**src/rtl/tsgc_pkg.sv**
```systemverilog
// Package: constants, types and command/status structs for the segment gap classifier.
package tsgc_pkg;
  localparam int Directions    = 2;
  localparam int IntervalSlots = 16;
  localparam int GapSlots      = 16;
  localparam int DirW  = (Directions > 1) ? $clog2(Directions) : 1;
  localparam int IvW   = $clog2(IntervalSlots);
  localparam int IvCntW = $clog2(IntervalSlots + 1);
  localparam int GapW  = $clog2(GapSlots);
  localparam int GapCntW = $clog2(GapSlots + 1);
  localparam int PassW = $clog2(IntervalSlots + 2);
  localparam int IvAddrW = $clog2(Directions * IntervalSlots);

  typedef enum logic [2:0] {
    ST_IN_ORDER = 3'd0, ST_OUT_OF_ORDER = 3'd1, ST_RETRANSMIT = 3'd2,
    ST_OVERLAP = 3'd3, ST_ZERO_LENGTH = 3'd4, ST_RESET = 3'd5
  } seg_status_e;

  typedef enum logic [1:0] {
    GS_OPEN = 2'd0, GS_FILLED = 2'd1, GS_ABANDONED = 2'd2, GS_RETIRED = 2'd3
  } gap_state_e;

  typedef struct packed {
    logic                 stream_start;
    logic [0:0]           direction_index;
    logic [31:0]          packet_number;
    logic [31:0]          seq_number;
    logic [15:0]          payload_length;
    logic                 flag_syn;
    logic                 flag_fin;
    logic                 flag_rst;
  } seg_in_t;

  typedef struct packed {
    logic [31:0] packet_tag;
    logic [2:0]  status;
    logic [32:0] frontier_before;
    logic [32:0] end_sequence;
    logic        gap_ahead;
    logic        filled_any;
    logic        gap_recorded;
    logic [4:0]  gaps_filled;
    logic [4:0]  gaps_abandoned;
    logic        store_overflow;
  } seg_out_t;

  // controller -> datapath
  typedef struct packed {
    logic load;       // capture input item, classify
    logic iv_chk;     // compare read interval with frontier
    logic pass_clr;   // clear moved flag
    logic commit_fr;  // write closed frontier
    logic gap_chk;    // process gap entry gap_idx
    logic [IvW-1:0]  iv_idx;
    logic [GapW-1:0] gap_idx;
  } dp_cmd_t;

  // datapath -> controller
  typedef struct packed {
    logic [2:0]       status;
    logic             moved;
    logic [IvCntW-1:0] iv_cnt;
    logic [GapCntW-1:0] gap_cnt;
  } dp_sts_t;
endpackage

```
**src/rtl/tcp_segment_gap_classifier_core.sv**
```systemverilog
// Top level: TCP segment gap classifier core.
// channel | dir | tdata fields (low bit up)                        | tuser fields (low bit up)
// s_axis  | in  | packet_number, seq_number, payload_length (80)   | stream_start, direction_index,
//         |     |                                                  | flag_syn, flag_fin, flag_rst
// m_axis  | out | packet_tag, status, frontier_before, end_sequence,| gap_ahead, filled_any,
//         |     | gaps_filled, gaps_abandoned (111, padded to 112)  | gap_recorded, store_overflow
// Closure runs for in_order/overlap only: up to 17 passes over 16 intervals, with a RAM read
// then a check per interval; gap scan covers max(1, gap count) entries.
// Reset clears frontiers, fill counts and the gap count; stores need no clearing.
// A result waits in its register until taken; the next item is accepted after that.
module tcp_segment_gap_classifier_core (
  input  logic         clk_i,
  input  logic         rst_ni,
  input  logic         s_axis_tvalid_i,
  output logic         s_axis_tready_o,
  input  logic [79:0]  s_axis_tdata_i,  // packet_number, seq_number, payload_length
  input  logic [4:0]   s_axis_tuser_i,  // stream_start, direction_index, syn, fin, rst
  output logic         m_axis_tvalid_o,
  input  logic         m_axis_tready_i,
  output logic [111:0] m_axis_tdata_o,  // tag, status, fr_before, end_seq, filled, abandoned
  output logic [3:0]   m_axis_tuser_o   // gap_ahead, filled_any, gap_recorded, store_overflow
);
  import tsgc_pkg::*;

  seg_in_t  seg;
  seg_out_t res;
  dp_cmd_t  cmd;
  dp_sts_t  sts;

  assign seg.packet_number   = s_axis_tdata_i[31:0];
  assign seg.seq_number      = s_axis_tdata_i[63:32];
  assign seg.payload_length  = s_axis_tdata_i[79:64];
  assign seg.stream_start    = s_axis_tuser_i[0];
  assign seg.direction_index = s_axis_tuser_i[1];
  assign seg.flag_syn        = s_axis_tuser_i[2];
  assign seg.flag_fin        = s_axis_tuser_i[3];
  assign seg.flag_rst        = s_axis_tuser_i[4];

  tsgc_ctrl u_ctrl (
    .clk_i, .rst_ni,
    .in_valid_i (s_axis_tvalid_i), .in_ready_o (s_axis_tready_o),
    .out_valid_o (m_axis_tvalid_o), .out_ready_i (m_axis_tready_i),
    .sts_i (sts), .cmd_o (cmd)
  );

  tsgc_datapath u_dp (
    .clk_i, .rst_ni, .in_i (seg), .cmd_i (cmd), .sts_o (sts), .res_o (res)
  );

  assign m_axis_tdata_o = {1'b0, res.gaps_abandoned, res.gaps_filled, res.end_sequence,
                           res.frontier_before, res.status, res.packet_tag};
  assign m_axis_tuser_o = {res.store_overflow, res.gap_recorded, res.filled_any,
                           res.gap_ahead};
endmodule

```
**src/rtl/tsgc_ram.sv**
```systemverilog
// Generic single-port-write, registered-read RAM.
module tsgc_ram #(
  parameter int Width = 8,
  parameter int Depth = 16
) (
  input  logic                     clk_i,
  input  logic                     we_i,
  input  logic [$clog2(Depth)-1:0] waddr_i,
  input  logic [Width-1:0]         wdata_i,
  input  logic [$clog2(Depth)-1:0] raddr_i,
  output logic [Width-1:0]         rdata_o
);
  logic [Width-1:0] mem_q [Depth];
  always_ff @(posedge clk_i) begin
    if (we_i) begin
      mem_q[waddr_i] <= wdata_i;
    end
    rdata_o <= mem_q[raddr_i];
  end
endmodule

```
**src/rtl/tsgc_datapath.sv**
```systemverilog
// Datapath: frontier, interval memory, gap table and result assembly.
module tsgc_datapath (
  input  logic              clk_i,
  input  logic              rst_ni,
  input  tsgc_pkg::seg_in_t in_i,
  input  tsgc_pkg::dp_cmd_t cmd_i,
  output tsgc_pkg::dp_sts_t sts_o,
  output tsgc_pkg::seg_out_t res_o
);
  import tsgc_pkg::*;

  logic [32:0]        frontier_q [Directions];
  logic               init_q [Directions];
  logic [IvCntW-1:0]  ivfill_q [Directions];
  logic [32:0]        gap_lo_q [GapSlots];
  logic [31:0]        gap_hi_q [GapSlots];
  gap_state_e         gap_meta_q [GapSlots];
  logic [DirW-1:0]    gap_dir_q [GapSlots];
  logic [GapCntW-1:0] gapfill_q;

  seg_in_t     it_q;
  logic [DirW-1:0] d_q;
  logic [32:0] exp_q;
  seg_out_t    res_q;
  logic        moved_q, dup_q;

  logic [DirW-1:0] d_in;
  logic [16:0]     consumed;
  logic [32:0]     endseq_in, fr_in;
  logic            init_in;

  assign d_in = DirW'(32'(in_i.direction_index) % Directions);
  assign consumed = in_i.flag_rst ? 17'd0 :
                    17'(in_i.payload_length) + 17'(in_i.flag_syn) + 17'(in_i.flag_fin);
  assign endseq_in = 33'(in_i.seq_number) + 33'(consumed);
  assign init_in = in_i.stream_start ? 1'b0 : init_q[d_in];
  assign fr_in   = init_in ? frontier_q[d_in] : 33'(in_i.seq_number);

  // interval RAM: address {dir, slot}
  logic [64:0]        iv_rdata;
  logic               iv_we;
  logic [IvAddrW-1:0] iv_waddr, iv_raddr;
  logic [IvCntW-1:0]  ivf_in;
  logic               iv_full;
  assign ivf_in   = (in_i.stream_start) ? '0 : ivfill_q[d_in];
  assign iv_full  = ivf_in >= IvCntW'(IntervalSlots);
  assign iv_we    = cmd_i.load && !in_i.flag_rst && consumed != 0 &&
                    endseq_in > fr_in && !iv_full;
  assign iv_waddr = IvAddrW'(32'(d_in) * IntervalSlots + 32'(ivf_in[IvW-1:0]));
  assign iv_raddr = IvAddrW'(32'(d_q) * IntervalSlots + 32'(cmd_i.iv_idx));

  tsgc_ram #(.Width(65), .Depth(Directions * IntervalSlots)) u_iv_ram (
    .clk_i   (clk_i),
    .we_i    (iv_we),
    .waddr_i (iv_waddr),
    .wdata_i ({endseq_in, in_i.seq_number}),
    .raddr_i (iv_raddr),
    .rdata_o (iv_rdata)
  );

  logic [31:0] rlo;
  logic [32:0] rhi;
  assign rlo = iv_rdata[31:0];
  assign rhi = iv_rdata[64:32];

  logic    gap_match, gdir;
  gap_state_e gm;
  assign gm = gap_meta_q[cmd_i.gap_idx];
  assign gdir = gap_dir_q[cmd_i.gap_idx] == d_q;
  assign gap_match = gdir && (gm == GS_OPEN || gm == GS_FILLED) &&
                     gap_lo_q[cmd_i.gap_idx] == exp_q &&
                     33'(gap_hi_q[cmd_i.gap_idx]) == 33'(it_q.seq_number);

  always_ff @(posedge clk_i or negedge rst_ni) begin
    if (!rst_ni) begin
      for (int k = 0; k < Directions; k++) begin
        frontier_q[k] <= '0;
        init_q[k]     <= 1'b0;
        ivfill_q[k]   <= '0;
      end
      gapfill_q <= '0;
      moved_q   <= 1'b0;
      dup_q     <= 1'b0;
    end else begin
      if (cmd_i.load) begin
        if (in_i.stream_start) begin
          for (int k = 0; k < Directions; k++) begin
            frontier_q[k] <= '0;
            init_q[k]     <= 1'b0;
            ivfill_q[k]   <= '0;
          end
          gapfill_q <= '0;
        end
        dup_q <= 1'b0;
        if (in_i.flag_rst) begin
          frontier_q[d_in] <= '0;
          init_q[d_in]     <= 1'b0;
          ivfill_q[d_in]   <= '0;
        end else if (consumed != 0) begin
          frontier_q[d_in] <= fr_in;
          init_q[d_in]     <= 1'b1;
          if (iv_we) begin
            ivfill_q[d_in] <= ivf_in + 1'b1;
          end
        end
      end
      if (cmd_i.pass_clr) begin
        moved_q <= 1'b0;
      end
      if (cmd_i.iv_chk && 33'(rlo) <= exp_q && exp_q < rhi) begin
        moved_q <= 1'b1;
      end
      if (cmd_i.commit_fr) begin
        frontier_q[d_q] <= exp_q;
      end
      if (cmd_i.gap_chk && res_q.status == ST_OUT_OF_ORDER) begin
        if (32'(cmd_i.gap_idx) < 32'(gapfill_q) && gap_match) begin
          dup_q <= 1'b1;
        end
        if (32'(cmd_i.gap_idx) == GapSlots - 1 || 32'(cmd_i.gap_idx) + 1 >= 32'(gapfill_q)) begin
          if (!dup_q && !(32'(cmd_i.gap_idx) < 32'(gapfill_q) && gap_match) &&
              gapfill_q < GapCntW'(GapSlots)) begin
            gapfill_q <= gapfill_q + 1'b1;
          end
        end
      end
    end
  end

  always_ff @(posedge clk_i) begin
    if (cmd_i.load) begin
      it_q  <= in_i;
      d_q   <= d_in;
      exp_q <= fr_in;
      res_q.packet_tag      <= in_i.packet_number;
      res_q.frontier_before <= fr_in;
      res_q.end_sequence    <= endseq_in;
      res_q.gap_ahead       <= 1'b0;
      res_q.filled_any      <= 1'b0;
      res_q.gap_recorded    <= 1'b0;
      res_q.gaps_filled     <= '0;
      res_q.gaps_abandoned  <= '0;
      res_q.store_overflow  <= 1'b0;
      if (in_i.flag_rst) begin
        res_q.status <= ST_RESET;
      end else if (consumed == 0) begin
        res_q.status <= ST_ZERO_LENGTH;
      end else if (endseq_in <= fr_in) begin
        res_q.status <= ST_RETRANSMIT;
      end else if (33'(in_i.seq_number) <= fr_in) begin
        res_q.status <= (33'(in_i.seq_number) < fr_in) ? ST_OVERLAP : ST_IN_ORDER;
        res_q.store_overflow <= iv_full;
      end else begin
        res_q.status <= ST_OUT_OF_ORDER;
        res_q.gap_ahead <= 1'b1;
        res_q.store_overflow <= iv_full;
      end
    end
    if (cmd_i.iv_chk && 33'(rlo) <= exp_q && exp_q < rhi) begin
      exp_q <= rhi;
    end
    if (cmd_i.gap_chk) begin
      case (res_q.status)
        ST_RESET: begin
          if (32'(cmd_i.gap_idx) < 32'(gapfill_q) && gdir) begin
            if (gm == GS_OPEN) begin
              gap_meta_q[cmd_i.gap_idx] <= GS_ABANDONED;
              res_q.gaps_abandoned <= res_q.gaps_abandoned + 1'b1;
            end else if (gm == GS_FILLED) begin
              gap_meta_q[cmd_i.gap_idx] <= GS_RETIRED;
            end
          end
        end
        ST_IN_ORDER, ST_OVERLAP: begin
          if (32'(cmd_i.gap_idx) < 32'(gapfill_q) && gdir && gm == GS_OPEN &&
              exp_q >= 33'(gap_hi_q[cmd_i.gap_idx])) begin
            gap_meta_q[cmd_i.gap_idx] <= GS_FILLED;
            res_q.gaps_filled <= res_q.gaps_filled + 1'b1;
            res_q.filled_any  <= 1'b1;
          end
        end
        ST_OUT_OF_ORDER: begin
          if (32'(cmd_i.gap_idx) == GapSlots - 1 ||
              32'(cmd_i.gap_idx) + 1 >= 32'(gapfill_q)) begin
            if (!dup_q && !(32'(cmd_i.gap_idx) < 32'(gapfill_q) && gap_match)) begin
              if (gapfill_q < GapCntW'(GapSlots)) begin
                gap_lo_q[gapfill_q[GapW-1:0]]   <= exp_q;
                gap_hi_q[gapfill_q[GapW-1:0]]   <= it_q.seq_number;
                gap_meta_q[gapfill_q[GapW-1:0]] <= GS_OPEN;
                gap_dir_q[gapfill_q[GapW-1:0]]  <= d_q;
                res_q.gap_recorded <= 1'b1;
              end else begin
                res_q.store_overflow <= 1'b1;
              end
            end
          end
        end
        default: ;
      endcase
    end
  end

  assign sts_o.status  = res_q.status;
  assign sts_o.moved   = moved_q;
  assign sts_o.iv_cnt  = ivfill_q[d_q];
  assign sts_o.gap_cnt = gapfill_q;
  assign res_o = res_q;
endmodule

```
**src/rtl/tsgc_ctrl.sv**
```systemverilog
// Controller: sequences classification, frontier closure passes and gap table scan.
module tsgc_ctrl (
  input  logic              clk_i,
  input  logic              rst_ni,
  input  logic              in_valid_i,
  output logic              in_ready_o,
  output logic              out_valid_o,
  input  logic              out_ready_i,
  input  tsgc_pkg::dp_sts_t sts_i,
  output tsgc_pkg::dp_cmd_t cmd_o
);
  import tsgc_pkg::*;

  typedef enum logic [2:0] {
    S_IDLE, S_PASS, S_RD, S_CHK, S_GAP, S_DONE
  } state_e;

  state_e state_q;
  logic [IvW-1:0]  iv_q;
  logic [GapW-1:0] gp_q;
  logic [PassW-1:0] pass_q;
  logic out_valid_q;
  logic closure;

  assign closure = sts_i.status == ST_IN_ORDER || sts_i.status == ST_OVERLAP;
  assign in_ready_o  = state_q == S_IDLE && !out_valid_q;
  assign out_valid_o = out_valid_q;

  always_comb begin
    cmd_o = '0;
    cmd_o.iv_idx  = iv_q;
    cmd_o.gap_idx = gp_q;
    cmd_o.load    = in_valid_i && in_ready_o;
    cmd_o.pass_clr = state_q == S_PASS;
    cmd_o.iv_chk  = state_q == S_CHK;
    cmd_o.gap_chk = state_q == S_GAP;
    cmd_o.commit_fr = state_q == S_PASS && closure &&
                      (!sts_i.moved || 32'(pass_q) > IntervalSlots);
  end

  always_ff @(posedge clk_i or negedge rst_ni) begin
    if (!rst_ni) begin
      state_q <= S_IDLE;
      iv_q <= '0;
      gp_q <= '0;
      pass_q <= '0;
      out_valid_q <= 1'b0;
    end else begin
      if (out_valid_q && out_ready_i) begin
        out_valid_q <= 1'b0;
      end
      case (state_q)
        S_IDLE: begin
          if (cmd_o.load) begin
            state_q <= S_PASS;
            pass_q <= '0;
          end
        end
        S_PASS: begin
          // moved flag holds whether the previous pass advanced
          iv_q <= '0;
          gp_q <= '0;
          if (!closure) begin
            state_q <= (sts_i.status == ST_RESET || sts_i.status == ST_OUT_OF_ORDER) ?
                       S_GAP : S_DONE;
          end else if ((pass_q != 0 && !sts_i.moved) || 32'(pass_q) > IntervalSlots ||
                       sts_i.iv_cnt == 0) begin
            state_q <= S_GAP;
          end else begin
            state_q <= S_RD;
            pass_q <= pass_q + 1'b1;
          end
        end
        S_RD: state_q <= S_CHK;
        S_CHK: begin
          if (32'(iv_q) + 1 >= 32'(sts_i.iv_cnt)) begin
            state_q <= S_PASS;
          end else begin
            iv_q <= iv_q + 1'b1;
            state_q <= S_RD;
          end
        end
        S_GAP: begin
          if (32'(gp_q) == GapSlots - 1 || 32'(gp_q) + 1 >= 32'(sts_i.gap_cnt)) begin
            state_q <= S_DONE;
          end else begin
            gp_q <= gp_q + 1'b1;
          end
        end
        S_DONE: begin
          out_valid_q <= 1'b1;
          state_q <= S_IDLE;
        end
        default: state_q <= S_IDLE;
      endcase
    end
  end

  a_no_accept_busy: assert property (@(posedge clk_i) disable iff (!rst_ni)
    state_q != S_IDLE |-> !in_ready_o) else $error("accept while busy");
  a_done_valid: assert property (@(posedge clk_i) disable iff (!rst_ni)
    state_q == S_DONE |=> out_valid_o) else $error("result not raised");
  a_chk_after_rd: assert property (@(posedge clk_i) disable iff (!rst_ni)
    state_q == S_CHK |-> $past(state_q) == S_RD) else $error("check without read");
endmodule
```
**config.mk**
```make
export PLATFORM = sky130hd
export DESIGN_NAME = tcp_segment_gap_classifier_core
export DESIGN_NICKNAME = d
export VERILOG_FILES = /design/src/rtl/tsgc_pkg.sv /design/src/rtl/tcp_segment_gap_classifier_core.sv /design/src/rtl/tsgc_ram.sv /design/src/rtl/tsgc_datapath.sv /design/src/rtl/tsgc_ctrl.sv
export SDC_FILE = /design/constraint.sdc
export NUM_CORES = 2
export LEC_CHECK = 0
export BUFFER_PORTS_ARGS = -buffer_cell sky130_fd_sc_hd__buf_2
export CORE_MARGIN = 5
export CORE_UTILIZATION = 60
export CTS_CLUSTER_DIAMETER = 100
export DETAILED_ROUTE_END_ITERATION = 16
export GPL_TIMING_DRIVEN = 0
export PLACE_DENSITY_LB_ADDON = 0.2
export SETUP_SLACK_MARGIN = 0.1
export SLEW_MARGIN = 25
export SYNTH_ARGS = -nofsm -noshare
export SYNTH_HDL_FRONTEND = slang
export SYNTH_SLANG_ARGS = --single-unit
```
**constraint.sdc**
```tcl
create_clock -name clk_i -period 11.55 [get_ports clk_i]
set_clock_uncertainty 0.2 [all_clocks]
set_input_delay 1.7325 -clock clk_i [delete_from_list [all_inputs] [get_ports clk_i]]
set_output_delay 1.7325 -clock clk_i [all_outputs]
set_load 0.005 [all_outputs]
```
# Word-level counts from Yosys, hierarchy flattened
# Memory sizes are Yosys's and may differ from the RTL's. A register that Yosys moved wholly into a read port is not among the register bits.
# Index checks and enable logic that the tools add are counted.
classes:
  shift: 0
  n_addsub: 14
  multipliers: 0
  n_div: 0
  magnitude_cmp: 17
  eq_ne: 19
  n_reduce_logical: 58
  muxes: 124
  n_bitwise: 11
ops:
  columns: ["operator", "n"]
  rows:
  - ["two-way mux 66 bit", 6]
  - ["two-way mux 33 bit", 8]
  - ["bitwise mux 66 bit", 2]
  - ["two-way mux 5 bit", 21]
  - ["bitwise AND 66 bit", 1]
  - ["demux 33 bit (select 1 bit)", 2]
  - ["<= comparator 32 x 33 -> 1 bit", 2]
  - ["NOT 66 bit", 1]
  - [">= comparator 32 x 5 -> 1 bit", 2]
  - ["two-way mux 1 bit", 52]
  - ["two-way mux 10 bit", 5]
  - ["adder 32 x 17 -> 33 bit", 1]
  - ["equality test 33 bit", 1]
  - [">= comparator 33 x 32 -> 1 bit", 1]
  - ["greater-than comparator 33 bit", 1]
  - ["<= comparator 33 bit", 1]
  - ["< comparator 32 x 33 -> 1 bit", 1]
  - ["< comparator 33 bit", 1]
  - ["equality test 32 bit", 1]
  - ["two-way mux 13 bit", 2]
  - ["adder 5 x 1 -> 5 bit, second input constant", 5]
  - ["logical AND 1 bit", 24]
  - ["two-way mux 2 bit", 9]
  - ["two-way mux 3 bit", 6]
  - ["47 further kinds", 87]
word_totals:
  ramBits: 3168
  rom_bits: 0
  in_bits: 89
  output_inout_bits: 118
  reg_bits: 283
  wordCells: 276
  memories: 5
  latch_bits: 0
memory_table:
  columns: ["memory", "depth", "word_bits", "read_ports", "rd_ports_with_merged_regs", "write_ports", "line", "rtl"]
  rows:
  - ["u_dp.u_iv_ram.mem_q", 32, 65, 1, 1, 1, "tsgc_ram.sv:13", "logic [Width-1:0] mem_q [Depth];"]
  - ["u_dp.gap_lo_q", 16, 33, 1, 0, 1, "tsgc_datapath.sv:15", "logic [32:0] gap_lo_q [GapSlots];"]
  - ["u_dp.gap_hi_q", 16, 32, 1, 0, 1, "tsgc_datapath.sv:16", "logic [31:0] gap_hi_q [GapSlots];"]
  - ["u_dp.gap_meta_q", 16, 2, 1, 0, 1, "tsgc_datapath.sv:17", "gap_state_e gap_meta_q [GapSlots];"]
  - ["u_dp.gap_dir_q", 16, 1, 1, 0, 1, "tsgc_datapath.sv:18", "logic [DirW-1:0] gap_dir_q [GapSlots];"]

# Logic depth before layout (Yosys ltp)
depth:
  ltp_word: 16
  depth_mapped: 28
  ltp_nobuf: 27

# By module
# Synthesis repeated with hierarchy kept, for this count alone.
hier_totals:
  hier_cells: 7050
  area_unflattened_um2: 142658.1
modules_own_cells:
  columns: ["mod", "seq_area_each_um2", "cells_each", "area_each_um2", "n_inst"]
  rows:
  - ["tsgc_ram", 63761.2, 3147, 80194.4, 1]
  - ["tsgc_datapath", 40103.5, 3762, 61178.7, 1]
  - ["tsgc_ctrl", 425.4, 139, 1273.7, 1]
  - ["tcp_segment_gap_classifier_core", 0.0, 2, 11.3, 1]

# Worst setup path before layout
# OpenSTA, ideal clock, no wires.
synth_path:
  path_type: "in2reg"
  from: "input port s_axis_tdata_i[64]"
  to: "memory u_dp.u_iv_ram.mem_q[19][0] (enable)"
  setup_slack_ps: 645
  n_path_buf: 1
  arrival_time_ps: 10217
  required_time_ps: 10861
  setup_ps: 489
  stages: 26
  cell_sequence: "fa_1 -> ha_1 -> and3_1 -> clkbuf_1 -> xnor2_1 -> nor2_1 -> ha_1 -> a21boi_0 -> o21a_1 -> o311a_1 -> nor3_1 -> o311ai_0 -> a21oi_1 -> nand2b_1 -> xnor2_1 -> ha_1 -> a21o_1 -> a21o_1 -> a21o_1 -> a211oi_1 -> o21ai_0 -> o22ai_1 -> nor3b_4 -> and2_1 -> nand2_1 -> nor2_1"
synth_between:
  elab_chain_cells: 9
  word_cells_on_any_way: 11
  cone_classes: "3 x add/sub; 1 x order compare; 3 x mux; 4 x reduce/logical"
synth_lines:
  columns: ["element", "line", "rtl"]
  rows:
  - ["start, declared", "tcp_segment_gap_classifier_core.sv:16", "input logic [79:0] s_axis_tdata_i,"]
  - ["adder 16 x 1 -> 17 bit", "tsgc_datapath.sv:34", "17'(in_i.payload_length) + 17'(in_i.flag_syn) + 17'(in_i.flag_fin);"]
  - ["adder 17 x 1 -> 17 bit", "tsgc_datapath.sv:34", null]
  - ["two-way mux 17 bit", "tsgc_datapath.sv:33", "assign consumed = in_i.flag_rst ? 17'd0 :"]
  - ["adder 32 x 17 -> 33 bit", "tsgc_datapath.sv:35", "assign endseq_in = 33'(in_i.seq_number) + 33'(consumed);"]
  - ["via u_dp.endseq_in[26]", "tsgc_datapath.sv:29", "logic [32:0] endseq_in, fr_in;"]
  - ["greater-than comparator 33 bit", "tsgc_datapath.sv:48", "endseq_in > fr_in && !iv_full;"]
  - ["logical AND 1 bit", "tsgc_datapath.sv:47", "assign iv_we = cmd_i.load && !in_i.flag_rst && consumed != 0 &&"]
  - ["logical AND 1 bit", "tsgc_datapath.sv:48", null]
  - ["two-way mux 1 bit", "tsgc_ram.sv:15", "if (we_i) begin"]
  - ["two-way mux 1 bit (not written as such)", "tsgc_ram.sv:16", "mem_q[waddr_i] <= wdata_i;"]
  - ["end, declared", "tsgc_ram.sv:13", null]
# The timed path passes the listed nets, and every way through them passes these cells.

# Worst setup path in the final report
layout_path:
  from: "input port s_axis_tuser_i[4]"
  to: "memory u_dp.u_iv_ram.mem_q[15][8] (enable)"
layout_between:
  elab_chain_cells: 7
  word_cells_on_any_way: 11
  cone_classes: "1 x add/sub; 1 x order compare; 3 x mux; 6 x reduce/logical"
layout_lines:
  columns: ["element", "line", "rtl"]
  rows:
  - ["start, declared", "tcp_segment_gap_classifier_core.sv:17", "input logic [4:0] s_axis_tuser_i,"]
  - ["two-way mux 17 bit", "tsgc_datapath.sv:33", null]
  - ["adder 32 x 17 -> 33 bit", "tsgc_datapath.sv:35", null]
  - ["via u_dp.endseq_in[26]", "tsgc_datapath.sv:29", null]
  - ["greater-than comparator 33 bit", "tsgc_datapath.sv:48", null]
  - ["logical AND 1 bit", "tsgc_datapath.sv:47", null]
  - ["logical AND 1 bit", "tsgc_datapath.sv:48", null]
  - ["two-way mux 1 bit", "tsgc_ram.sv:15", null]
  - ["two-way mux 1 bit (not written as such)", "tsgc_ram.sv:16", null]
# The timed path passes the listed nets, and every way through them passes these cells.

==> key figures <==
Status
  – Run status: finished clean

Worst hold path
  – Type of the most critical hold path: flip-flop to flip-flop

Worst setup path
  – Critical-path maximum fanout: 13
  – End of the worst register-to-register path: u_dp.gap_meta_q[1][0]
  – Data required time at the worst endpoint: 12.00 ns
  – Number of cells on the critical path: 31
  – Count of buffering cells on the critical path with inverters included: 7
  – Worst reg-to-reg setup slack: 2.09 ns
  – Family with the most delay on the worst path: compound AO/OA/AOI/OAI gates
  – Setup crit start kind: input port
  – Endpoint of the worst setup timing path: u_dp.u_iv_ram.mem_q[15][8]
  – Register-to-Register Path Depth: 19
  – Crit path top cell by count: a21o_1
  – Max stage delay on crit path: 0.81 ns
  – Data arrival time of the critical path: 11.28 ns
  – Critical path start-end classification: input port to flip-flop
  – Crit path capture type: flip-flop
  – Beginning of the critical path: s_axis_tuser_i[4]
  – Slowest stage cell, crit path: nor2_4
  – Worst reg2reg path startpoint: u_ctrl.gp_q[2]

Synth
  – Register bit total from synthesis: 3516
  – Average cell area after synthesis: 20.3 µm²
  – Yosys Warn Count: 0
  – Most used DFF post-synth: edfxtp_1
  – Mapped Cells: 6985
  – Leading post-synthesis cells by cell area: edfxtp_1, mux4_2, ha_1, dfrtp_1, mux2i_1
  – List of most frequent post-synthesis cells: edfxtp_1, mux4_2, nor2_1, mux2i_1, ha_1
  – Synth unique cells: 93
  – Number of synthesized flops with an enable pin: 3336
  – Share of the yosys chip area belonging to registers: 0.735
  – Portion of synthesized cell area occupied by the leading cell type: 0.706
  – Leading cell type by number of instances after synthesis: edfxtp_1
  – Async set-or-reset flop fraction in the synthesized netlist: 0.0290
  – Syn_nets: 7283
  – Post-synthesis cell type with the largest combined area: edfxtp_1
  – Summed instance area of the synthesized netlist: 142000 µm²

Routing
  – Number of design rule violations left after detail routing: 0
  – Via count: 81900
  – Met1 Wirelength: 163000 µm
  – Avg WL per Cell: 42.6 µm
  – First-pass iteration count of the detailed router: 8
  – Initial DRC count: 13500
  – Number of nets still failing antenna checks after routing: 0
  – Via count normalized by instance count: 7.15
  – Highest routed layer: met5
  – Routed WL: 488000 µm
  – Met2 routed WL: 226000 µm
  – Routed length on met3: 58600 µm

Clock network
  – TritonCTS clock tree: done
  – CTS root buf: clkbuf_16
  – Depth of the CTS H-tree: 5
  – Clock edge transition at the registers on the reported setup and hold paths: 0.06 ns
  – Total number of clock tree sinks: 3516
  – Maximum clock path buffer count: 4
  – Clock latency on the worst-skew pair: 0.99 ns
  – Cts hold-fix bufs: 0
  – Total setup buffers inserted after CTS: 0
  – Cells resized by post-CTS repair: 0
  – Clock buffer count from CTS: 359

Placement
  – Routability-driven placement congestion ratio: 1.03
  – Detailed Place HPWL: 339000 µm
  – Number of buffer cells added on primary ports: 202

Timing
  – Setup repair after global routing missed its margin: no
  – Worst-margin pin slew: 1.29 ns
  – Final worst-path cycle share: 0.938
  – Post-route setup TNS: 0 ns
  – Max Transition Viols Final: 0
  – Number of failing hold endpoints at the final stage: 0
  – Tmin final: 10.83 ns
  – Final setup violation count: 0
  – WHS: 0.248 ns
  – Worst slew margin: 0.138
  – Maximum operating frequency: 0.0923 GHz

Floorplan
  – Standard cell core area: 235000 µm²
  – I/O pins: 207
  – Initial core utilization: 0.603
  – Die Y-Extent: 496 µm
  – Die width: 496 µm
  – Die outline area: 246000 µm²
  – Total number of placement rows: 178

GRT
  – Via count of the first global-routing pass: 80300
  – Pin count of the biggest net entering global routing: 72
  – Remaining global-route overflow: 0
  – Wire length of the first global-routing pass: 662000 µm
  – GRT Total Usage: 0.398
  – Number of antenna violations at the first check in global routing: 40

Cells and area
  – Util after Layout: 0.705
  – Fill cells: 13900
  – Layout cell share with drive strength beyond 1: 0.300
  – Layout overhead on the synthesized area: 17.0%
  – Net count reported at finish: 8299

Power and ir drop
  – Worst-case vdd ir drop: 0.177 mV
  – Power density over cell area: 200 nW/µm²
  – Static power due to leakage: 55.0 nW

Flow run
  – Maxcap violations: 0
==> final cells by class <==
class | instances | area [µm²] | share of cell area
inverter | 167 | 627 | 0.00377
tap | 3150 | 3940 | 0.0237
multi-input combinational | 2963 | 35800 | 0.216
antenna | 31 | 77.6 | 0.000467
timing repair buffer | 655 | 7650 | 0.0461
clock inverter | 189 | 2240 | 0.0135
sequential | 3516 | 104000 | 0.628
buffer | 339 | 1880 | 0.0113
clock buffer | 447 | 9510 | 0.0573
==> stage by stage <==
step | power (W) | worst slack [ns] | std cells | cell area [µm²]
CTS | 0.0330 | 0.816 | 11400 | 166000
global route | 0.0339 | 0.366 | 11400 | 166000
detailed placement | 0.0214 | -0.0491 | 10800 | 154000
global placement | 0.0211 | -7.43 | 10300 | 147000
floorplan | 0.0185 | 0.645 | 6985 | 142000
finish | 0.0332 | 0.721 | 11500 | 166000
==> layout by cell type (no fill, tap or decap), drive strengths merged, types with 25 or more instances in the layout <==
master	count
nor3	52
dfxtp	78
a211oi	25
a21oi	101
o22ai	37
nand2	206
ha	207
nand4	50
clkinv	117
edfxtp	3336
a22oi	35
dfrtp	102
xnor2	62
mux4	877
o21ai	96
buf	798
bufinv	49
nor2	263
mux2i	249
clkbuf	643
inv	177
mux2	112
diode	31
a21o	83
a221o	67
nand3	74
nor2b	30
==> layer usage <==
layer  vias to the layer above  GRT usage
li1                      31100          -
met1                     42400      0.511
met2                      6839      0.611
met3                      1545      0.104
met4                        16      0.260
met5                         -   0.000193
==> kinds of logic (layout without fill, tap and decap cells) <==
kind of cell             count (synthesis)  after routing  share of synthesized area
AO/OA/AOI/OAI                          645            645                     0.0330
XOR/XNOR                                83             83                    0.00512
adder cells (fa/ha/maj)                210            210                     0.0186
buffers and inverters                  506           1797                     0.0167
flip-flops                            3516           3516                      0.735
multiplexers                          1238           1238                      0.166
other                                    1             32                  0.0000264
AND/OR/NAND/NOR                        786            786                     0.0260
==> power by group <==
part / internal [W] / total (W) / switching (W)
clock: 0.00693 / 0.0118 / 0.00486
sequential: 0.0147 / 0.0153 / 0.000557
combinational: 0.00221 / 0.00610 / 0.00390
total: 0.0239 / 0.0332 / 0.00931
==> how the worst min path moves through the flow <==
stage | startpoint | end | slack, ns | cells after the start
3_5_place_dp | u_dp.res_o[11] | u_dp.res_o[11] | 0.24 | 2
3_3_place_gp | u_dp.res_o[11] | u_dp.res_o[11] | 0.24 | 2
5_1_grt | u_dp.res_o[11] | u_dp.res_o[11] | 0.26 | 2
4_1_cts | u_dp.res_o[11] | u_dp.res_o[11] | 0.25 | 2
2_1_floorplan | u_dp.res_o[11] | u_dp.res_o[11] | 0.24 | 2
6_report | u_dp.res_o[11] | u_dp.res_o[11] | 0.25 | 2
==> state kept, by name (all words and copies together), names as in the netlist <==
register               count
u_dp.moved_q               1
u_dp.d_q                   1
u_dp.gap_dir_q            16
u_dp.gapfill_q             5
u_dp.ivfill_q             10
u_dp.frontier_q           66
u_dp.it_q                 32
u_dp.dup_q                 1
u_ctrl.iv_q                4
u_ctrl.state_q             3
u_ctrl.out_valid_o         1
u_dp.exp_q                33
u_dp.gap_meta_q           32
u_dp.gap_hi_q            512
u_dp.u_iv_ram.mem_q     2080
u_ctrl.gp_q                4
u_dp.init_q                2
u_dp.u_iv_ram.rdata_o     65
u_dp.gap_lo_q            528
u_dp.res_o               115
u_ctrl.pass_q              5
==> worst register-to-register path, delay by kind of cell (launching register included) <==
family	cells	cell delay, ns
fa+ha+maj	1	0.41
flops	1	0.47
buf+inv	7	4.01
compound gates	10	3.89
simple gates	1	0.12
No activity file was read; power rests on OpenSTA's default activity.
